`src/design/i2cm_pkg.sv`:
```
`timescale 1ns / 1ps
`default_nettype none
// ---------------------------------------------------------------------------
// i2cm_pkg
// Shared types and constants of the I2C master byte engine.
// ---------------------------------------------------------------------------
package i2cm_pkg;

    localparam int BITS_PER_BYTE = 8;
    localparam int PHASE_CNT_W   = 10;
    localparam int PHASE_IDX_W   = 5;

    localparam logic [PHASE_CNT_W-1:0] PHASE_CYCLES_RESET = 10'd5;

    // phase numbers that end a section of a run
    localparam logic [PHASE_IDX_W-1:0] WR_BIT_PHASES = PHASE_IDX_W'(3 * BITS_PER_BYTE);
    localparam logic [PHASE_IDX_W-1:0] RD_LAST_PHASE = PHASE_IDX_W'(2 * BITS_PER_BYTE + 1);

    // command opcodes
    localparam logic [2:0] OP_START = 3'd0;
    localparam logic [2:0] OP_STOP  = 3'd1;
    localparam logic [2:0] OP_WRITE = 3'd2;
    localparam logic [2:0] OP_READ  = 3'd3;
    localparam logic [2:0] OP_ACK   = 3'd4;

    typedef enum logic [4:0] {
        K_START = 5'b00001,
        K_STOP  = 5'b00010,
        K_WRITE = 5'b00100,
        K_READ  = 5'b01000,
        K_ACK   = 5'b10000
    } t_cmd_kind;

    typedef struct packed {
        logic [2:0] opcode;
        logic [7:0] write_data;
        logic       master_nack;
        logic [7:0] slave_read_bits;
        logic       slave_ack_level;
    } t_in_req;

    typedef struct packed {
        logic       scl_level;
        logic       sda_drive;
        logic       ack_ok;
        logic [7:0] read_data;
        logic       last_phase;
    } t_out_req;

    typedef struct packed {
        t_cmd_kind  kind;
        logic [7:0] write_data;
        logic       master_nack;
        logic [7:0] read_bits;
        logic       ack_level;
    } t_cmd;

endpackage
`default_nettype wire

```
`src/design/i2cm_front.sv`:
```
`timescale 1ns / 1ps
`default_nettype none
// ---------------------------------------------------------------------------
// i2cm_front
// Accepts command requests, decodes the opcode and drops unused codes.
// ---------------------------------------------------------------------------
module i2cm_front
    import i2cm_pkg::*;
(
    input  wire logic    i_clk,
    input  wire logic    i_rst_n,
    input  wire logic    i_in_valid,
    output logic         o_in_stall,
    input  wire t_in_req i_in_data,
    output logic         o_push,
    output t_cmd         o_cmd,
    input  wire logic    i_q_full
);

    logic r_valid, n_valid;
    t_cmd r_cmd, n_cmd;
    logic dec_ok;
    t_cmd dec_cmd;

    always_comb begin
        dec_ok              = 1'b1;
        dec_cmd.kind        = K_START;
        dec_cmd.write_data  = i_in_data.write_data;
        dec_cmd.master_nack = i_in_data.master_nack;
        dec_cmd.read_bits   = i_in_data.slave_read_bits;
        dec_cmd.ack_level   = i_in_data.slave_ack_level;
        case (i_in_data.opcode)
            OP_START: dec_cmd.kind = K_START;
            OP_STOP:  dec_cmd.kind = K_STOP;
            OP_WRITE: dec_cmd.kind = K_WRITE;
            OP_READ:  dec_cmd.kind = K_READ;
            OP_ACK:   dec_cmd.kind = K_ACK;
            default:  dec_ok = 1'b0;
        endcase
    end

    assign o_in_stall = r_valid && i_q_full;
    assign o_push     = r_valid && !i_q_full;
    assign o_cmd      = r_cmd;

    always_comb begin
        n_valid = r_valid;
        n_cmd   = r_cmd;
        if (o_push) begin
            n_valid = 1'b0;
        end
        if (i_in_valid && !o_in_stall) begin
            n_valid = dec_ok;
            n_cmd   = dec_cmd;
        end
    end

    always_ff @(posedge i_clk) begin
        if (!i_rst_n) begin
            r_valid <= 1'b0;
        end else begin
            r_valid <= n_valid;
        end
        r_cmd <= n_cmd;
    end

endmodule
`default_nettype wire

```
`src/design/i2cm_queue.sv`:
```
`timescale 1ns / 1ps
`default_nettype none
// ---------------------------------------------------------------------------
// i2cm_queue
// Short command queue between decoder and bus sequencer.
// ---------------------------------------------------------------------------
module i2cm_queue
    import i2cm_pkg::*;
#(
    parameter int DEPTH = 2
) (
    input  wire logic i_clk,
    input  wire logic i_rst_n,
    input  wire logic i_push,
    input  wire t_cmd i_data,
    output logic      o_full,
    output logic      o_valid,
    input  wire logic i_pop,
    output t_cmd      o_data
);

    localparam int PTR_W = $clog2(DEPTH);
    localparam int CNT_W = $clog2(DEPTH + 1);
    localparam logic [PTR_W-1:0] PTR_LAST = PTR_W'(DEPTH - 1);
    localparam logic [CNT_W-1:0] CNT_FULL = CNT_W'(DEPTH);

    t_cmd             r_mem [DEPTH];
    logic [PTR_W-1:0] r_wr, r_rd;
    logic [CNT_W-1:0] r_cnt;
    logic             do_push, do_pop;

    assign o_full  = (r_cnt == CNT_FULL);
    assign o_valid = (r_cnt != '0);
    assign o_data  = r_mem[r_rd];
    assign do_push = i_push && !o_full;
    assign do_pop  = i_pop && o_valid;

    always_ff @(posedge i_clk) begin
        if (do_push) begin
            r_mem[r_wr] <= i_data;
        end
    end

    always_ff @(posedge i_clk) begin
        if (!i_rst_n) begin
            r_wr  <= '0;
            r_rd  <= '0;
            r_cnt <= '0;
        end else begin
            if (do_push) begin
                r_wr <= (r_wr == PTR_LAST) ? '0 : r_wr + 1'b1;
            end
            if (do_pop) begin
                r_rd <= (r_rd == PTR_LAST) ? '0 : r_rd + 1'b1;
            end
            if (do_push && !do_pop) begin
                r_cnt <= r_cnt + 1'b1;
            end else if (do_pop && !do_push) begin
                r_cnt <= r_cnt - 1'b1;
            end
        end
    end

endmodule
`default_nettype wire

```
`src/design/i2cm_back.sv`:
```
`timescale 1ns / 1ps
`default_nettype none
// ---------------------------------------------------------------------------
// i2cm_back
// Bus phase sequencer: steps through a command's phases, holds each phase
// for at least the programmed cycle count and registers one result per phase.
// ---------------------------------------------------------------------------
module i2cm_back
    import i2cm_pkg::*;
(
    input  wire logic                   i_clk,
    input  wire logic                   i_rst_n,
    input  wire logic                   i_cmd_valid,
    output logic                        o_cmd_pop,
    input  wire t_cmd                   i_cmd,
    input  wire logic [PHASE_CNT_W-1:0] i_phase_cycles,
    output logic                        o_out_valid,
    input  wire logic                   i_out_stall,
    output t_out_req                    o_out_data
);

    typedef enum logic [1:0] {
        S_IDLE = 2'b01,
        S_RUN  = 2'b10
    } t_state;

    t_state                 r_state, n_state;
    t_cmd                   r_cmd, n_cmd;
    logic [PHASE_IDX_W-1:0] r_phase, n_phase;
    logic [1:0]             r_sub, n_sub;
    logic [7:0]             r_shift, n_shift;
    logic [7:0]             r_rbits, n_rbits;
    logic                   r_scl, n_scl;
    logic                   r_sda, n_sda;
    logic [PHASE_CNT_W-1:0] r_hold, n_hold;
    logic                   r_out_valid, n_out_valid;
    t_out_req               r_out, n_out;

    logic       out_free, emit;
    logic       ph_scl, ph_sda, ph_last, ph_ack;
    logic [7:0] ph_data, ph_shift, ph_rbits;

    assign out_free    = !r_out_valid || !i_out_stall;
    assign emit        = (r_state == S_RUN) && (r_hold == '0) && out_free;
    assign o_out_valid = r_out_valid;
    assign o_out_data  = r_out;

    // line levels and flags of the current phase
    always_comb begin
        ph_scl   = r_scl;
        ph_sda   = r_sda;
        ph_last  = 1'b0;
        ph_ack   = 1'b0;
        ph_data  = 8'd0;
        ph_shift = r_shift;
        ph_rbits = r_rbits;
        case (r_cmd.kind)
            K_START: begin
                if (r_phase == 5'd0) begin
                    ph_sda = 1'b1;
                end else if (r_phase == 5'd1) begin
                    ph_scl = 1'b1;
                end else if (r_phase == 5'd2) begin
                    ph_sda = 1'b0;
                end else begin
                    ph_scl  = 1'b0;
                    ph_last = 1'b1;
                end
            end
            K_STOP: begin
                if (r_phase == 5'd0) begin
                    ph_sda = 1'b0;
                end else if (r_phase == 5'd1) begin
                    ph_scl = 1'b1;
                end else begin
                    ph_sda  = 1'b1;
                    ph_last = 1'b1;
                end
            end
            K_WRITE: begin
                if (r_phase < WR_BIT_PHASES) begin
                    case (r_sub)
                        2'd0: begin
                            ph_sda   = r_shift[BITS_PER_BYTE-1];
                            ph_shift = {r_shift[BITS_PER_BYTE-2:0], 1'b0};
                        end
                        2'd1:    ph_scl = 1'b1;
                        default: ph_scl = 1'b0;
                    endcase
                end else if (r_phase == WR_BIT_PHASES) begin
                    ph_sda = 1'b1;
                end else if (r_phase == WR_BIT_PHASES + 1'b1) begin
                    ph_scl = 1'b1;
                end else begin
                    ph_scl  = 1'b0;
                    ph_last = 1'b1;
                    ph_ack  = !r_cmd.ack_level;
                end
            end
            K_READ: begin
                if (r_phase == 5'd0) begin
                    ph_sda   = 1'b1;
                    ph_shift = 8'd0;
                end else if (r_phase == RD_LAST_PHASE) begin
                    ph_scl  = 1'b0;
                    ph_last = 1'b1;
                    ph_data = r_shift;
                end else if (r_phase[0]) begin
                    ph_scl = 1'b0;
                end else begin
                    ph_scl   = 1'b1;
                    ph_shift = {r_shift[BITS_PER_BYTE-2:0], r_rbits[BITS_PER_BYTE-1]};
                    ph_rbits = {r_rbits[BITS_PER_BYTE-2:0], 1'b0};
                end
            end
            K_ACK: begin
                if (r_phase == 5'd0) begin
                    ph_sda = r_cmd.master_nack;
                end else if (r_phase == 5'd1) begin
                    ph_scl = 1'b1;
                end else begin
                    ph_scl  = 1'b0;
                    ph_last = 1'b1;
                end
            end
            default: ph_last = 1'b1;
        endcase
    end

    always_comb begin
        n_state     = r_state;
        n_cmd       = r_cmd;
        n_phase     = r_phase;
        n_sub       = r_sub;
        n_shift     = r_shift;
        n_rbits     = r_rbits;
        n_scl       = r_scl;
        n_sda       = r_sda;
        n_hold      = r_hold;
        n_out_valid = out_free ? 1'b0 : r_out_valid;
        n_out       = r_out;
        o_cmd_pop   = 1'b0;

        if (r_hold != '0) begin
            n_hold = r_hold - 1'b1;
        end

        case (r_state)
            S_IDLE: begin
                if (i_cmd_valid) begin
                    o_cmd_pop = 1'b1;
                    n_cmd     = i_cmd;
                    n_phase   = '0;
                    n_sub     = 2'd0;
                    n_rbits   = i_cmd.read_bits;
                    if (i_cmd.kind == K_WRITE) begin
                        n_shift = i_cmd.write_data;
                    end
                    n_state = S_RUN;
                end
            end
            S_RUN: begin
                if (emit) begin
                    n_out.scl_level  = ph_scl;
                    n_out.sda_drive  = ph_sda;
                    n_out.ack_ok     = ph_ack;
                    n_out.read_data  = ph_data;
                    n_out.last_phase = ph_last;
                    n_out_valid      = 1'b1;
                    n_scl            = ph_scl;
                    n_sda            = ph_sda;
                    n_shift          = ph_shift;
                    n_rbits          = ph_rbits;
                    n_sub            = (r_sub == 2'd2) ? 2'd0 : r_sub + 1'b1;
                    n_phase          = ph_last ? '0 : r_phase + 1'b1;
                    n_hold           = (i_phase_cycles == '0) ? '0 : i_phase_cycles - 1'b1;
                    if (ph_last) begin
                        n_state = S_IDLE;
                    end
                end
            end
            default: n_state = S_IDLE;
        endcase
    end

    always_ff @(posedge i_clk) begin
        if (!i_rst_n) begin
            r_state     <= S_IDLE;
            r_phase     <= '0;
            r_sub       <= 2'd0;
            r_shift     <= 8'd0;
            r_scl       <= 1'b1;
            r_sda       <= 1'b1;
            r_hold      <= '0;
            r_out_valid <= 1'b0;
        end else begin
            r_state     <= n_state;
            r_phase     <= n_phase;
            r_sub       <= n_sub;
            r_shift     <= n_shift;
            r_scl       <= n_scl;
            r_sda       <= n_sda;
            r_hold      <= n_hold;
            r_out_valid <= n_out_valid;
        end
        r_cmd   <= n_cmd;
        r_rbits <= n_rbits;
        r_out   <= n_out;
    end

endmodule
`default_nettype wire

```
`src/design/i2c_master_byte_engine_core.sv`:
```
`timescale 1ns / 1ps
`default_nettype none
// ---------------------------------------------------------------------------
// i2c_master_byte_engine_core
// I2C bus master running one bus command per request and returning one
// result request per bus phase (line levels, acknowledge, read byte).
// ---------------------------------------------------------------------------
//  channel  | direction | handshake         | payload
//  ---------+-----------+-------------------+-------------------------------
//  in       | input     | i_in_valid/stall  | i_in_data  (t_in_req)
//  out      | output    | o_out_valid/stall | o_out_data (t_out_req)
//  cfg      | input     | i_cfg_valid/ready | i_cfg_data (phase_cycles)
//
//  Each of a command's 3 to 27 bus phases is held for the programmed phase
//  length (0 acts as 1); the next command is fetched inside the last phase's
//  hold, which hides the fetch unless phase_cycles is 0 or 1.
//  Reset (synchronous, active low) releases both lines, empties the queue and
//  loads phase_cycles with 5. A result stall keeps the sequencer from leaving
//  its current phase; the decoder and queue keep taking requests until full.
// ---------------------------------------------------------------------------
module i2c_master_byte_engine_core
    import i2cm_pkg::*;
#(
    parameter int QUEUE_DEPTH = 2
) (
    input  wire logic                   i_clk,
    input  wire logic                   i_rst_n,
    input  wire logic                   i_in_valid,
    output logic                        o_in_stall,
    input  wire t_in_req                i_in_data,
    output logic                        o_out_valid,
    input  wire logic                   i_out_stall,
    output t_out_req                    o_out_data,
    input  wire logic                   i_cfg_valid,
    output logic                        o_cfg_ready,
    input  wire logic [PHASE_CNT_W-1:0] i_cfg_data
);

    logic [PHASE_CNT_W-1:0] r_phase_cycles;
    logic                   push, q_full, q_valid, q_pop;
    t_cmd                   front_cmd, q_cmd;

    // configuration: always take the write, hold the phase length
    assign o_cfg_ready = 1'b1;

    always_ff @(posedge i_clk) begin
        if (!i_rst_n) begin
            r_phase_cycles <= PHASE_CYCLES_RESET;
        end else if (i_cfg_valid && o_cfg_ready) begin
            r_phase_cycles <= i_cfg_data;
        end
    end

    // decode and drop unused opcodes
    i2cm_front u_front (
        .i_clk      (i_clk),
        .i_rst_n    (i_rst_n),
        .i_in_valid (i_in_valid),
        .o_in_stall (o_in_stall),
        .i_in_data  (i_in_data),
        .o_push     (push),
        .o_cmd      (front_cmd),
        .i_q_full   (q_full)
    );

    // decouple decoder from the bus sequencer
    i2cm_queue #(
        .DEPTH (QUEUE_DEPTH)
    ) u_queue (
        .i_clk   (i_clk),
        .i_rst_n (i_rst_n),
        .i_push  (push),
        .i_data  (front_cmd),
        .o_full  (q_full),
        .o_valid (q_valid),
        .i_pop   (q_pop),
        .o_data  (q_cmd)
    );

    // advance through bus phases, one result request per phase
    i2cm_back u_back (
        .i_clk          (i_clk),
        .i_rst_n        (i_rst_n),
        .i_cmd_valid    (q_valid),
        .o_cmd_pop      (q_pop),
        .i_cmd          (q_cmd),
        .i_phase_cycles (r_phase_cycles),
        .o_out_valid    (o_out_valid),
        .i_out_stall    (i_out_stall),
        .o_out_data     (o_out_data)
    );

endmodule
`default_nettype wire
```
`config.mk`:
```
export PLATFORM = sky130hd
export DESIGN_NAME = i2c_master_byte_engine_core
export DESIGN_NICKNAME = d
export VERILOG_FILES = /design/src/design/i2cm_pkg.sv /design/src/design/i2cm_front.sv /design/src/design/i2cm_queue.sv /design/src/design/i2cm_back.sv /design/src/design/i2c_master_byte_engine_core.sv
export SDC_FILE = /design/constraint.sdc
export NUM_CORES = 1
export LEC_CHECK = 0
export ABC_AREA = 1
export BUFFER_PORTS_ARGS = -buffer_cell sky130_fd_sc_hd__buf_4
export CELL_PAD_IN_SITES_DETAIL_PLACEMENT = 0
export CELL_PAD_IN_SITES_GLOBAL_PLACEMENT = 1
export CORE_UTILIZATION = 50
export DETAILED_ROUTE_END_ITERATION = 8
export PLACE_DENSITY_LB_ADDON = 0.1
export SYNTH_ARGS = -nofsm -noshare
export SYNTH_HDL_FRONTEND = slang
export SYNTH_HIERARCHICAL = 1
export SYNTH_SLANG_ARGS = --single-unit
```
`constraint.sdc`:
```
create_clock -name i_clk -period 4.2 [get_ports i_clk]
set_clock_uncertainty 0.1 [all_clocks]
set_input_delay 0.84 -clock i_clk [delete_from_list [all_inputs] [get_ports i_clk]]
set_output_delay 0.84 -clock i_clk [all_outputs]
set_load 0.05 [all_outputs]
```
# --- After elaboration in Yosys (flattened, before gate mapping) ---
# Memory sizes are Yosys's and may differ from the RTL's. A register that Yosys moved wholly into a read port is not among the register bits.
# Index checks and enable logic that the tools add are counted.
op_classes:
  n_addsub: 8
  order_cmp: 1
  n_eq_ne: 33
  mux: 87
  n_bitwise: 3
  n_reduce_logical: 37
op_table:
  columns: ["operator", "n"]
  rows:
  - ["two-way mux 8 bit", 14]
  - ["case mux 8 bit (2 select lines)", 3]
  - ["two-way mux 1 bit", 47]
  - ["two-way mux 10 bit", 4]
  - ["equality test 5 bit (second input constant)", 4]
  - ["logical NOT 10 bit", 2]
  - ["case mux 5 bit (4 select lines)", 1]
  - ["subtractor 10 x 1 -> 10 bit (second input constant)", 2]
  - ["two-way mux 2 bit", 8]
  - ["two-way mux 5 bit", 3]
  - ["equality test 5 x 1 -> 1 bit (second input constant)", 2]
  - ["equality test 5 x 2 -> 1 bit (second input constant)", 2]
  - ["equality test 5 x 3 -> 1 bit (second input constant)", 2]
  - ["!= test 2 bit (second input constant)", 5]
  - ["case mux 1 bit (5 select lines)", 2]
  - ["case mux 5 bit (2 select lines)", 1]
  - ["nonzero test 10 bit", 1]
  - ["logical AND 1 bit", 9]
  - ["!= test 3 bit (second input constant)", 3]
  - ["AND reduction 9 bit", 1]
  - ["!= test 4 bit (second input constant)", 2]
  - ["case mux 2 bit (2 select lines)", 2]
  - ["nonzero test 2 bit", 4]
  - ["logical NOT 1 bit", 7]
  - ["26 further kinds", 38]
totals:
  regBits: 95
  ram_bits: 46
  memories: 1
mem_list:
  columns: ["memory", "words", "word_bits", "read_ports", "rd_ports_with_merged_regs", "write_ports", "line_no", "rtl"]
  rows:
  - ["u_queue.r_mem", 2, 23, 1, 1, 1, "i2cm_queue.sv:27", "t_cmd r_mem [DEPTH];"]

# --- Logic depth before layout (Yosys ltp) ---
logic_depth:
  depth_word: 8
  depth_mapped: 13
  depth_no_buf: 13

# --- By module ---
# Netlist, hierarchy kept.
modules_own_cells:
  columns: ["module", "n_inst", "cells_each", "area_per_inst_um2", "seq_area_each_um2"]
  rows:
  - ["i2cm_back", 1, 451, 3326.9, 1411.4]
  - ["i2cm_queue", 1, 108, 1911.8, 1481.4]
  - ["i2cm_front", 1, 43, 799.5, 710.7]
  - ["i2c_master_byte_engine_core", 1, 62, 426.7, 200.2]

# --- Worst setup path before layout ---
# No wires, ideal clock.
synth_timing:
  path_type: "input -> register"
  start: "input port i_out_stall"
  end: "register u_back.r_rbits[0] (enable)"
  setup_time_ps: 375
  arrival_time_ps: 1970
  required_ps: 3725
  setup_slack_ps: 1755
  stages: 6
  n_path_buf: 1
  cell_sequence: "nand2_1 -> inv_1 -> o21ai_2 -> nand3_2 -> buf_2 -> a21oi_1"
synth_via:
  elab_chain_len: 5
synth_lines:
  columns: ["item", "line_no", "rtl"]
  rows:
  - ["from (decl)", "i2c_master_byte_engine_core.sv:32", "input wire logic i_out_stall,"]
  - ["logical NOT 1 bit", "i2cm_back.sv:43", "assign out_free = !r_out_valid || !i_out_stall;"]
  - ["logical OR 1 bit", "i2cm_back.sv:43", null]
  - ["logical AND 1 bit", "i2cm_back.sv:44", "assign emit = (r_state == S_RUN) && (r_hold == '0) && out_free;"]
  - ["!= test 2 x 1 -> 1 bit (no source line)", null, null]
  - ["AND reduction 7 bit (no source line)", null, null]
  - ["to (signal assigned)", "i2cm_back.sv:207", "r_rbits <= n_rbits;"]
  - ["to (decl)", "i2cm_back.sv:32", "logic [7:0] r_rbits, n_rbits;"]
# Every way passes these cells.
# A chain may end at the register's enable or synchronous reset.

# --- Worst setup path after layout ---
layout_timing:
  start: "register u_back.r_state[1]"
  end: "register u_back.r_rbits[3] (enable)"
layout_via:
  elab_chain_len: 5
  word_cells_on_any_way: 12
  cone_classes: "eq/ne (8); reduce/logical (4)"
layout_lines:
  columns: ["item", "line_no", "rtl"]
  rows:
  - ["from (decl)", "i2cm_back.sv:27", "t_state r_state, n_state;"]
  - ["from (signal assigned)", "i2cm_back.sv:197", "r_state <= n_state;"]
  - ["equality test 2 bit", "i2cm_back.sv:44, i2cm_back.sv:148", null]
  - ["logical AND 1 bit (2 in a row)", "i2cm_back.sv:44", null]
  - ["!= test 2 x 1 -> 1 bit (no source line)", null, null]
  - ["AND reduction 7 bit (no source line) *", null, null]
# Mark *: on every way between the ends. The rest lies on a longest branch, timed or not.

==> reports/metrics.yaml <==
place_congestion: 0.8357
relSlewSlack_pct: 21.89
multi_input_area_um2: 2236
clockBufferDepth: 2
grt_setup_unrepaired: "no"
htreeDepth: 4
max-vdd-ir-drop_v: 0.0003831
drt_first_iter_violations: 253
power.share.clock_pct: 32.2
rows: 41
arrival_ns: 2.73
drcViolationCount: 0
synthTopCellsByArea: "edfxtp_1, dfxtp_1, nand2_1"
cp-end-kind: "register"
ys_warn_count: 6
synth.largest_area_cell: "edfxtp_1"
hpwl_mm: 8.485
final_common_cell: "nand2_1"
initial_core_util_pct: 51.23
crit_required_ns: 4.14
clock_latency_ns: 0.41
min_period_over_period_pct: 66.42
finalSetupTns_ns: 0
grt_max_degree: 32
syn_nets: 709
ff_latch_area_um2: 3804
wl_mm: 11.77
root_buffer: "clkbuf_16"
syn_to_final_growth_pct: 16.45
grt_overflow: 0
synth_edf_count: 96
vias_per_cell: 4.892
cts_made_buffers: 17
power_density_nw_per_um2: 564.4
ys_async_sr_fraction_pct: 0
post-route-util_pct: 59.66
ant_nets: 0
ys_ff_latch: 142
power_frac_comb_pct: 24.2
drv_slew: 0
cts-resized-gates: 0
setup_viol: 0
p_seq_share_pct: 43.6
grt_usage_pct: 19.20
netlist_instances: 664
intPower_uw: 2872
via_count: 4437
die_area_um2: 13390
ys.flop_type: "edfxtp_1"
fp.dieW_um: 115.7
switching_share_pct: 32.41
diodes: 0
cts_tree: "yes"
antenna_found_initial: 0
status: "completed"
final_cell_mix: "nand2_1, nor2_1, edfxtp_1"
firstDrtPassIters: 5
synth_top_area_share_pct: 44.59
num-fill-cells: 1135
die_h_um: 115.7
clk_pin_slew_ns: 0.06
clock.fmax_mhz: 358.5
synth_area_um2: 6465
cts_sinks: 142
final_hold_viol_count: 0
numPortBuffers: 49
drv_cap: 0
wire_per_inst_um: 12.98
p_leak_uw: 0.003129
fin_nets: 767
first_global_vias: 4083
ioPinCount: 51
final_layout_size_suffix_gt1_share_pct: 19.59
worstPathMaxFanout: 28
synth_cell_types: 43
fin_total_pwr_uw: 4249
r2r_cells: 6
worstHoldPathCells: 0
hold_class: "reg2reg"
crit_type: "reg2reg"
holdWs_ns: 0.3430
min_period_ns: 2.790
ys_seq_area_share_pct: 58.83
cts-hold-fix-buffers: 0
cts_setup_buffers: 0
syn_area_per_cell_um2: 9.736
grt_pass1_wl_mm: 19.30
coreArea_um2: 12620
startpoint_type: "register"
p_switching_uw: 1377
tightest_slew_ns: 1.170
==> kinds of logic after synthesis <==
logic type	count (synthesis)	share of synthesized area, %
xor+xnor	8	1.084
buf+inv	100	6.619
mux	23	4.064
simple gates	318	21.73
fa+ha+maj	9	1.742
flops	142	58.83
other cells	1	0.05801
compound gates	63	5.864
==> layer usage <==
metal	vias to the layer above	GRT usage (%)	wire length [um]
met4	0	8.632	188
met3	16	4.655	458
met5	-	0	0
met2	93	27.54	5198
li1	2308	-	-
met1	2020	27.61	5927
==> flip-flops by register name (all words and copies together), names as in the netlist, named ones only <==
name and count:
u_front/o_cmd 23, u_back/o_out_data 12, u_back/r_sub 2, u_back/r_rbits 8, u_back/r_shift 8, u_back/r_phase 5
u_back/r_state 2, u_queue/r_wr 1, u_back/r_scl 1, u_queue/r_mem 46, u_back/r_sda 1, u_back/r_hold 10
u_queue/r_cnt 2, u_back/r_cmd 7, r_phase_cycles 10, u_front/r_valid 1, u_queue/r_rd 1
==> layout make-up <==
cell class / instances / share of cell area [%]
Sequential cell: 142 / 50.52
Multi-Input combinational cell: 422 / 29.70
Clock buffer: 17 / 5.651
Timing Repair Buffer: 52 / 5.185
Inverter: 87 / 4.338
Tap cell: 172 / 2.859
Clock inverter: 15 / 1.745
==> synth_stat cells, types with 3 or more instances <==
cell / count
a21oi_1: 18
a22oi_1: 8
a31oi_1: 5
buf_6: 4
clkbuf_1: 3
dfxtp_1: 46
edfxtp_1: 96
ha_1: 9
inv_1: 79
inv_2: 8
mux2_2: 22
nand2_1: 138
nand2_2: 5
nand3_1: 25
nand3_2: 6
nand4_1: 13
nor2_1: 111
nor2_2: 4
nor2_4: 6
nor3_1: 3
o21a_1: 3
o21ai_0: 16
o21ai_1: 4
xor2_1: 6
==> power by group through the flow <==
stage	Clock (uW)	Combinational, uW	Sequential, uW
6_report	1370	1030	1850
5_1_grt	1470	1170	1870
4_1_cts	1410	1030	1850
3_5_place_dp	0	1020	1880
3_3_place_gp	0	1010	1870
2_1_floorplan	0	820	1850
==> worst max-delay path, cell delays in order, from the launching register on <==
cell,delay [ns]
dfxtp_1,0.30
inv_1,0.06
nor2_4,0.36
inv_2,0.32
nand2_1,0.26
nand3_2,0.29
a21oi_1,0.73
==> stage by stage <==
| step | area [um^2] | worst slack [ns] | cells |
|---|---|---|---|
| CTS | 7528 | 1.389 | 907 |
| detailed placement | 6972 | 1.361 | 875 |
| finish | 7528 | 1.410 | 907 |
| floorplan | 6465 | 1.755 | 664 |
| global route | 7528 | 1.165 | 907 |
| global placement | 6972 | 1.435 | 875 |
==> path summary, 6_finish.rpt <==
check | start | to | slack [ns]
worst max-delay path | u_back/r_state[1] | u_back/r_rbits[3] | 1.41
worst min-delay path | u_front/o_cmd[19] | u_queue/r_mem[0][19] | 0.34
worst max register to register | u_back/r_state[1] | u_back/r_rbits[3] | 1.41
worst min register to register | u_front/o_cmd[19] | u_queue/r_mem[0][19] | 0.34
Power figures use the tool's default switching activity.
